==> src/szd_ram.sv <==
// ----------------------------------------------------------------------------
// szd_ram: generic single-port-write, single-port-read synchronous RAM
// One write and one read per cycle; the read data is registered, so it
// appears in the cycle after the address.
// ----------------------------------------------------------------------------
`default_nettype none

module szd_ram #(
  parameter int WIDTH = 16,
  parameter int DEPTH = 16
) (
  input  wire logic                     clk,
  input  wire logic                     we,
  input  wire logic [$clog2(DEPTH)-1:0] waddr,
  input  wire logic [WIDTH-1:0]         wdata,
  input  wire logic [$clog2(DEPTH)-1:0] raddr,
  output logic      [WIDTH-1:0]         rdata
);

  logic [WIDTH-1:0] mem [DEPTH];

  always_ff @(posedge clk) begin
    if (we) begin
      mem[waddr] <= wdata;
    end
    rdata <= mem[raddr];
  end

endmodule

`default_nettype wire

==> config.mk <==
export PLATFORM = sky130hd
export DESIGN_NAME = szd_ram
export DESIGN_NICKNAME = d
export VERILOG_FILES = /design/src/szd_ram.sv
export SDC_FILE = /design/constraint.sdc
export NUM_CORES = 1
export LEC_CHECK = 0
export BUFFER_PORTS_ARGS = -buffer_cell sky130_fd_sc_hd__buf_2
export CORE_UTILIZATION = 35
export DETAILED_ROUTE_END_ITERATION = 8
export PLACE_DENSITY_LB_ADDON = 0.05
export SYNTH_ARGS = -nofsm -noshare
export SYNTH_HDL_FRONTEND = slang
export SYNTH_SLANG_ARGS = --single-unit
==> constraint.sdc <==
create_clock -name clk -period 2.2 [get_ports clk]
set_input_delay 0.22 -clock clk [delete_from_list [all_inputs] [get_ports clk]]
set_output_delay 0.22 -clock clk [all_outputs]
set_load 0.01 [all_outputs]
==> results of run 1 <==
[worst paths after layout]
kind                              end  slack [ns]  cells after the start                 start
hold / removal    mem[8][3]$_DFFE_PP_        0.05                      1              wdata[3]
setup / recovery     rdata[9]$_DFF_P_        0.84                      3  mem[11][9]$_DFFE_PP_
hold reg to reg      rdata[3]$_DFF_P_        0.67                      3  mem[14][3]$_DFFE_PP_
setup reg to reg     rdata[9]$_DFF_P_        0.84                      3  mem[11][9]$_DFFE_PP_
[logic make-up after synthesis]
family                 synth area share, %
AND/OR/NAND/NOR                      1.918
flip-flops                           79.73
buffers and inverters                1.233
AO/OA/AOI/OAI                        2.392
multiplexers                         14.73
[state kept, by name, indices dropped and copies added (netlist names)]
register,cells
rdata,16
mem,256
[power breakdown]
| part | total [mW] | internal, mW | switching (mW) |
|---|---|---|---|
| clock | 4.91 | 2.95 | 1.96 |
| combinational | 0.536 | 0.221 | 0.315 |
| sequential | 5.83 | 5.79 | 0.0340 |
| total | 11.3 | 8.96 | 2.31 |
[cell type report]
class                   instances  area, µm²  share of cell area, %
clock buffers                  38      812.0                  6.829
clock inverters                18      166.4                  1.400
well taps                     378      473.0                  3.978
repair buffers                 69      455.4                  3.830
flip-flops and latches        272       8008                  67.35
multi-input cells             139       1976                  16.62
[metrics by stage]
step / worst slack (ns) / util (%) / total power [mW] / hold WS, ns / cell area, µm²
floorplan: 0.2254 / - / 6.226 / 0.3189 / 10050
global placement: 0.4091 / 38.96 / 6.483 / 0.5964 / 10910
detailed placement: 0.4257 / 38.96 / 6.491 / 0.6118 / 10910
CTS: 0.8418 / 42.45 / 11.42 / 0.02838 / 11890
global route: 0.8011 / 42.45 / 11.66 / 0.04260 / 11890
finish: 0.8419 / 42.45 / 11.27 / 0.05243 / 11890
[placed cells by master (no fill, tap or decap), drive strengths merged]
cell / instances
nor3: 4
nand3b: 2
a22oi: 32
clkinvlp: 1
clkbuf: 38
mux4: 64
dfxtp: 16
or3b: 1
nor2: 13
edfxtp: 256
nand3: 1
nor2b: 2
and2: 1
bufinv: 3
buf: 69
nand2b: 2
clkinv: 14
nand2: 17
[metal layers]
metal | up-vias | GRT usage, % | share of wire (%)
met5 | - | 0 | 0
met4 | 0 | 3.998 | 2.0
met3 | 33 | 2.554 | 3.7
met2 | 83 | 29.46 | 52
met1 | 2463 | 20.88 | 42
li1 | 2000 | - | -
[worst register-to-register path, delay by kind of cell (launching register included)]
family             cells  cell delay (ns)
muxes                  1             0.50
DFF                    1             0.37
AOI/OAI and AO/OA      1             0.30
and+or+nand+nor        1             0.07
==> qor.txt, run 1 <==
status: completed
crit-path cells: mux4_1 > a22oi_1 > nand2_1
Area Overhead vs Synth: 18.39%
First-pass DRT Iterations: 4
layout cells sized above 1: 35.26%
# IOs: 42
crit-path max FO: 1
Peak VDD IR: 493.8 µV
vias per cell: 5.010
core area: 28010 µm²
Iter 0 DRT Violations: 321
Die Wd: 171.4 µm
critical path endpoint category: flop
Die Area: 29380 µm²
top-count cell post-synth: edfxtp_1
global-route wire length before repair: 33390 µm
number of fill cells: 2496
Clock Pin Slew Worst Setup and Hold Paths: 0.06 ns
Setup violations, final: 0
max-slew violations: 0
CP max stage delay: 0.50 ns
initial antenna violation count: 0
Starting Density: 35.86%
Leak: 3.886 nW
min Tclk post-route: 1.358 ns
Overflow after GRT: 0
number of synthesized flops with an enable pin: 256
final hold viol count: 0
GRT Overall Usage: 16.46%
largest net degree at the start of global routing: 65
commonest cells in the netlist: edfxtp_1 (256), mux4_2 (54), a22oi_1 (32), nand2_1 (17), dfxtp_1 (16)
WS Path Type: flop to flop
WP data arrival: 1.78 ns
fin crit share: 61.73%
CP required: 2.62 ns
synthesized cell area: 10040 µm²
Detailed Route WL: 22960 µm
CP top delay family: multiplexers
hold crit path type: primary input to flop
CTS tree: built
hpwl dp: 12400 µm
startpoint types: flop
Port Buffers: 41
GPL Wtd Cong: 0.6832
Mapped Cells: 432
Inst Count DP: 858
Clock Path Buffers: 3
Clock Root Buffer: clkbuf_16
ANT nets after route: 0
drt wl/cell: 25.12 µm
ys async rst share: 0%
Clock H-tree levels: 1
Finished Layout Cells: 914
Sink Count: 272
Syn Nets: 458
Synth Register Bits: 272
DR vias: 4579
Crit path buffers/inverters: 0
post-route setup TNS: 0 ns
Seq/Total Area, Yosys: 79.73%
Netlist cell types: 19
DRC viols: 0
number of max-cap violations: 0
top cell type's share of synthesized area: 76.54%
Slew @ Worst Pin: 1.190 ns
Slew HR: 20.33%
Mean Syn Cell Area: 23.25 µm²
setup bufs post-CTS: 0
Peak Freq: 736.3 MHz
post-synth top area cell: edfxtp_1
Die H: 171.4 µm
Worst Skew: 0.005756 ns
CTS Buf Count: 30
n_diodes: 0
hold_buf cts: 0
RSZ-0062 raised after global routing: no
clock latency on the worst-skew pair: 0.54 ns
via count of the first global-routing pass: 4875
pwr dens: 948.2 nW/µm²
Total Nets Final: 538
dominant synthesized flop cell: edfxtp_1
synth warn: 0
Slowest-stage cell, CP: mux4_1
Rows: 61
# resized after CTS: 0
Synth area leaders: edfxtp_1 (77%), mux4_2 (12%), dfxtp_1 (3.2%), mux4_1 (2.6%), a22oi_1 (2.4%)
Note: power is estimated with default switching activity, not from simulation.
==> run 2, diff against run 1 <==
Clock period 2.2 ns to 1.35 ns, I/O delays scaled along.
==> run 2 against run 1 <==
Clock skew up 0.0097 ns. Non-clock buffer count up 38. Register-to-register slack worse by 0.78 ns. Count of clock-buffer cells in the layout up 6. Sequential power up 63%. First-iteration DRC count down 17%. Highest routed layer unchanged.
==> qor.txt, run 2 (synthesis results as in run 1) <==
number of max-cap violations: 0 (unchanged)
post-route setup TNS: 0 ns (unchanged)
Clock Pin Slew Worst Setup and Hold Paths: 0.06 ns (about the same)
met1 Track Usage GR: 23.10% (+2.2 points)
vias per cell: 4.943 (-1.3%)
Setup violations, final: 0 (unchanged)
GR peak layer: met2
final hold slack: 0.1451 ns (+0.09263 ns)
ANT nets after route: 0 (unchanged)
commonest cells after routing, fill and taps aside: edfxtp_1 (256), mux4_2 (54), buf_2 (40)
clock latency on the worst-skew pair: 0.54 ns (about the same)
CTS tree: built
core area: 28010 µm² (unchanged)
CP max stage delay: 0.54 ns (+0.04 ns)
Cell Area, Placed: 11370 µm² (+4.2%)
Slowest-stage cell, CP: mux4_1
Clock Root Buffer: clkbuf_16
GRT Overall Usage: 15.86% (-0.60 points)
CTS Buf Count: 30 (unchanged)
hpwl dp: 12450 µm (+0.41%)
Slew @ Worst Pin: 0.7608 ns (-0.4289 ns)
Die H: 171.4 µm (unchanged)
worst hold stages: 3 (+2)
Clock Path Buffers: 3 (unchanged)
# IOs: 42 (unchanged)
Slew HR: 49.05% (+29 points)
layout cells sized above 1: 37.17% (+1.9 points)
pwr dens: 1464 nW/µm² (+54%)
fin crit share: 95.56% (+34 points)
DRC viols: 0 (unchanged)
Rows: 61 (unchanged)
WP data arrival: 1.72 ns (-0.06 ns)
R2R depth: 3 (unchanged)
via count of the first global-routing pass: 5015 (+2.9%)
min Tclk post-route: 1.290 ns (-0.06812 ns)
initial antenna violation count: 0 (unchanged)
Sink Count: 272 (unchanged)
Clock H-tree levels: 1 (unchanged)
Worst Skew: 0.01543 ns (+0.009669 ns)
critical path endpoint category: flop
GR met2 Demand/Resource: 24.97% (-4.5 points)
RSZ-0062 raised after global routing: no
GPL Wtd Cong: 0.7029 (+2.9%)
Detailed Route WL: 22080 µm (-3.8%)
Peak Freq: 775.2 MHz (+5.3%)
global-route wire length before repair: 32970 µm (-1.3%)
Port Buffers: 41 (unchanged)
Finished Layout Cells: 951 (+4.0%)
CP required: 1.78 ns (-0.84 ns)
post-route worst setup slack: 0.05998 ns (-0.7819 ns)
Area Overhead vs Synth: 24.63%
Largest Register: mem
drt wl/cell: 23.22 µm (-7.6%)
final instance area: 12520 µm² (+5.3%)
hold crit path type: primary input to flop
n_diodes: 0 (unchanged)
Peak VDD IR: 775.3 µV (+57%)
WS Path Type: flop to flop
crit-path cells: mux4_1 > a22oi_2 > nand2_1
Largest regs: mem: 256 flops, rdata: 16 flops
Leak: 4.135 nW (+6.4%)
crit-path max FO: 1 (unchanged)
Stages on worst setup path: 3 (unchanged)
final hold viol count: 0 (unchanged)
startpoint types: flop
CP top delay family: multiplexers
DR vias: 4701 (+2.7%)
First-pass DRT Iterations: 4 (unchanged)
Iter 0 DRT Violations: 268 (-17%)
status: completed
fin util: 44.69% (+2.2 points)
Total Nets Final: 576 (+7.1%)
setup bufs post-CTS: 0 (unchanged)
Place WS: -0.2694 ns (-0.6951 ns)
Die Wd: 171.4 µm (unchanged)
Die Area: 29380 µm² (unchanged)
Tot Pwr: 18.32 mW (+63%)
Starting Density: 35.86% (unchanged)
max FFs per register: 256 (unchanged)
Inst Count DP: 880 (+2.6%)
met3 Use GR: 2.577% (+0.023 points)
most common cell after layout, fill and taps aside: edfxtp_1
Overflow after GRT: 0 (unchanged)
Crit path buffers/inverters: 0 (unchanged)
max-slew violations: 0 (unchanged)
largest net degree at the start of global routing: 33 (-49%)
-- run 2: timing repair --
action | 4_1_cts | 5_1_grt
endpoints found under the setup margin | 0 | 4
gates resized for setup | 0 | 4
endpoints found under the hold margin | 256 | 0
hold buffers | 16 | 0
-- run 2: final timing paths --
path                                      startpoint               endpoint  slack [ns]
worst max-delay path            mem[1][10]$_DFFE_PP_      rdata[10]$_DFF_P_        0.06
worst min-delay path                        waddr[1]  mem[12][10]$_DFFE_PP_        0.15
worst max register to register  mem[1][10]$_DFFE_PP_      rdata[10]$_DFF_P_        0.06
worst min register to register  mem[14][4]$_DFFE_PP_       rdata[4]$_DFF_P_        0.66
-- run 2: power by group --
part | internal, mW | switching (mW) | total [mW] | leakage [nW]
Sequential | 9.44 | 0.0537 | 9.49 | 2.45
Clock | 4.69 | 3.12 | 7.81 | 0.477
Combinational | 0.481 | 0.536 | 1.02 | 1.21
-- run 2: worst register-to-register path: cells and delay by family, from the launching register on --
family          cells  cell delay, ns
mux                 1            0.54
flops               1            0.35
simple gates        1            0.07
compound gates      1            0.23
-- run 2: layer usage --
layer  up-vias  routed length (µm)
met4         0                 380
met2        93               10330
met5         -                   0
li1       2081                   -
met3        37                 927
met1      2490               10440
-- run 2: final cells by class --
cell class | count | area, µm²
Tap cell | 378 | 473.0
Sequential cell | 272 | 8008
Clock inverter | 11 | 78.83
Clock buffer | 44 | 884.6
Timing Repair Buffer | 107 | 1056
Fill cell | 2399 | 15490
Multi-Input combinational cell | 139 | 2017
==> run 3, diff against run 2 <==
Settings changed: CTS_BUF_LIST set to sky130_fd_sc_hd__clkbuf_8.
==> run 3 against run 2 <==
Critical path depth is the same. Cell count rose by 3.5%. Largest cell class unchanged. Sequential power is essentially flat. Highest routed layer unchanged. Combinational power about the same. Sequential share of layout area increased by 0.54 points. Hold slack got worse by 0.0032 ns. Critical path type unchanged. Worst setup slack improved by 0.012 ns. Wire length grew 1.2%.
==> qor.txt, run 3 (synthesis results as in run 1) <==
WP data arrival: 1.70 ns (-0.02 ns)
core area: 28010 µm² (unchanged)
status: completed
Largest regs: mem: 256 flops, rdata: 16 flops
max-slew violations: 0 (unchanged)
Worst Skew: 0.02176 ns (+0.006332 ns)
CTS Buf Count: 48 (+60%)
Clock Path Buffers: 3 (unchanged)
Slew @ Worst Pin: 0.7519 ns (-0.008843 ns)
initial antenna violation count: 0 (unchanged)
final instance area: 12410 µm² (-0.84%)
fin util: 44.31% (-0.38 points)
Die H: 171.4 µm (unchanged)
Total Nets Final: 594 (+3.1%)
Rows: 61 (unchanged)
number of max-cap violations: 0 (unchanged)
clock latency on the worst-skew pair: 0.55 ns (about the same)
Starting Density: 35.86% (unchanged)
n_diodes: 0 (unchanged)
final hold viol count: 0 (unchanged)
Area Overhead vs Synth: 23.58%
Setup violations, final: 0 (unchanged)
Largest Register: mem
commonest cells after routing, fill and taps aside: edfxtp_1 (256), mux4_2 (55), clkbuf_8 (52)
startpoint types: flop
Port Buffers: 41 (unchanged)
Iter 0 DRT Violations: 261 (-2.6%)
critical path endpoint category: flop
Tot Pwr: 17.18 mW (-6.3%)
drt wl/cell: 22.72 µm (-2.2%)
First-pass DRT Iterations: 4 (unchanged)
hold crit path type: primary input to flop
Peak Freq: 782.4 MHz (+0.93%)
Clock Root Buffer: clkbuf_8
RSZ-0062 raised after global routing: no
hpwl dp: 12450 µm (unchanged)
CP max stage delay: 0.53 ns (about the same)
Sink Count: 272 (unchanged)
Die Wd: 171.4 µm (unchanged)
CP required: 1.77 ns (about the same)
ANT nets after route: 0 (unchanged)
Clock Pin Slew Worst Setup and Hold Paths: 0.06 ns (about the same)
setup bufs post-CTS: 0 (unchanged)
global-route wire length before repair: 33220 µm (+0.75%)
fin crit share: 94.68% (-0.88 points)
Overflow after GRT: 0 (unchanged)
Leak: 4.173 nW (+0.94%)
most common cell after layout, fill and taps aside: edfxtp_1
vias per cell: 4.886 (-1.2%)
Cell Area, Placed: 11370 µm² (unchanged)
DR vias: 4808 (+2.3%)
GPL Wtd Cong: 0.7029 (unchanged)
WS Path Type: flop to flop
layout cells sized above 1: 37.29% (+0.12 points)
CTS tree: built
largest net degree at the start of global routing: 33 (unchanged)
min Tclk post-route: 1.278 ns (-0.01184 ns)
pwr dens: 1384 nW/µm² (-5.5%)
crit-path max FO: 1 (unchanged)
GRT Overall Usage: 16.10% (+0.25 points)
Die Area: 29380 µm² (unchanged)
Detailed Route WL: 22350 µm (+1.2%)
final hold slack: 0.1419 ns (-0.003163 ns)
DRC viols: 0 (unchanged)
max FFs per register: 256 (unchanged)
Clock H-tree levels: 2 (+1)
Peak VDD IR: 738.2 µV (-4.8%)
Slowest-stage cell, CP: mux4_1
# IOs: 42 (unchanged)
via count of the first global-routing pass: 5192 (+3.5%)
crit-path cells: mux4_1 > a22oi_2 > nand2_1
Slew HR: 49.65% (+0.59 points)
-- run 3: timing repair --
action	CTS	global route
setup endpoints to repair	0	6
hold endpoints to repair	256	0
resized for setup	0	6
hold buffers	16	0
-- run 3: critical path: cells and delay by family, from the launching register on --
kind | cells | cell delay (ns)
flip-flops | 1 | 0.35
AO/OA/AOI/OAI | 1 | 0.20
multiplexers | 1 | 0.53
AND/OR/NAND/NOR | 1 | 0.07
-- run 3: path summary, 6_finish.rpt --
| kind | from | end | slack [ns] | depth (start not counted) |
|---|---|---|---|---|
| worst max register to register | mem[1][10]$_DFFE_PP_ | rdata[10]$_DFF_P_ | 0.07 | 3 |
| worst min-delay path | waddr[1] | mem[12][15]$_DFFE_PP_ | 0.14 | 3 |
| worst max-delay path | mem[1][10]$_DFFE_PP_ | rdata[10]$_DFF_P_ | 0.07 | 3 |
| worst min register to register | mem[11][11]$_DFFE_PP_ | rdata[11]$_DFF_P_ | 0.66 | 3 |
-- run 3: power by group --
group / leakage, nW / internal, mW / switching [mW]
clock network: 0.520 / 3.52 / 3.14
logic: 1.21 / 0.482 / 0.536
registers: 2.45 / 9.45 / 0.0535
total: 4.17 / 13.4 / 3.73
-- run 3: area by class of cell --
cell class	count	area [µm²]
well taps	378	473.0
multi-input cells	139	2018
fillers	2426	15600
clock buffers	52	715.7
flip-flops and latches	272	8008
repair buffers	107	1056
clock inverters	36	141.4
-- run 3: metal layers --
layer | part of all wire (%) | GRT usage, % | vias to the layer above | wire length (µm)
met1 | 46 | 22.68 | 2519 | 10270
met2 | 47 | 24.99 | 125 | 10450
met3 | 5.3 | 3.382 | 39 | 1178
met5 | 0 | 0 | - | 0
met4 | 2.0 | 5.163 | 0 | 455
li1 | - | - | 2125 | -
-- run 3: through the flow --
stage | instances | setup TNS (ns) | setup WS, ns
after floorplan | 432 | -16.45 | -0.3060
after global placement | 880 | -5.211 | -0.2847
after detailed placement | 880 | -5.955 | -0.2694
after CTS | 984 | 0 | 0.003110
after global routing | 984 | 0 | 0.007139
final | 984 | 0 | 0.07182
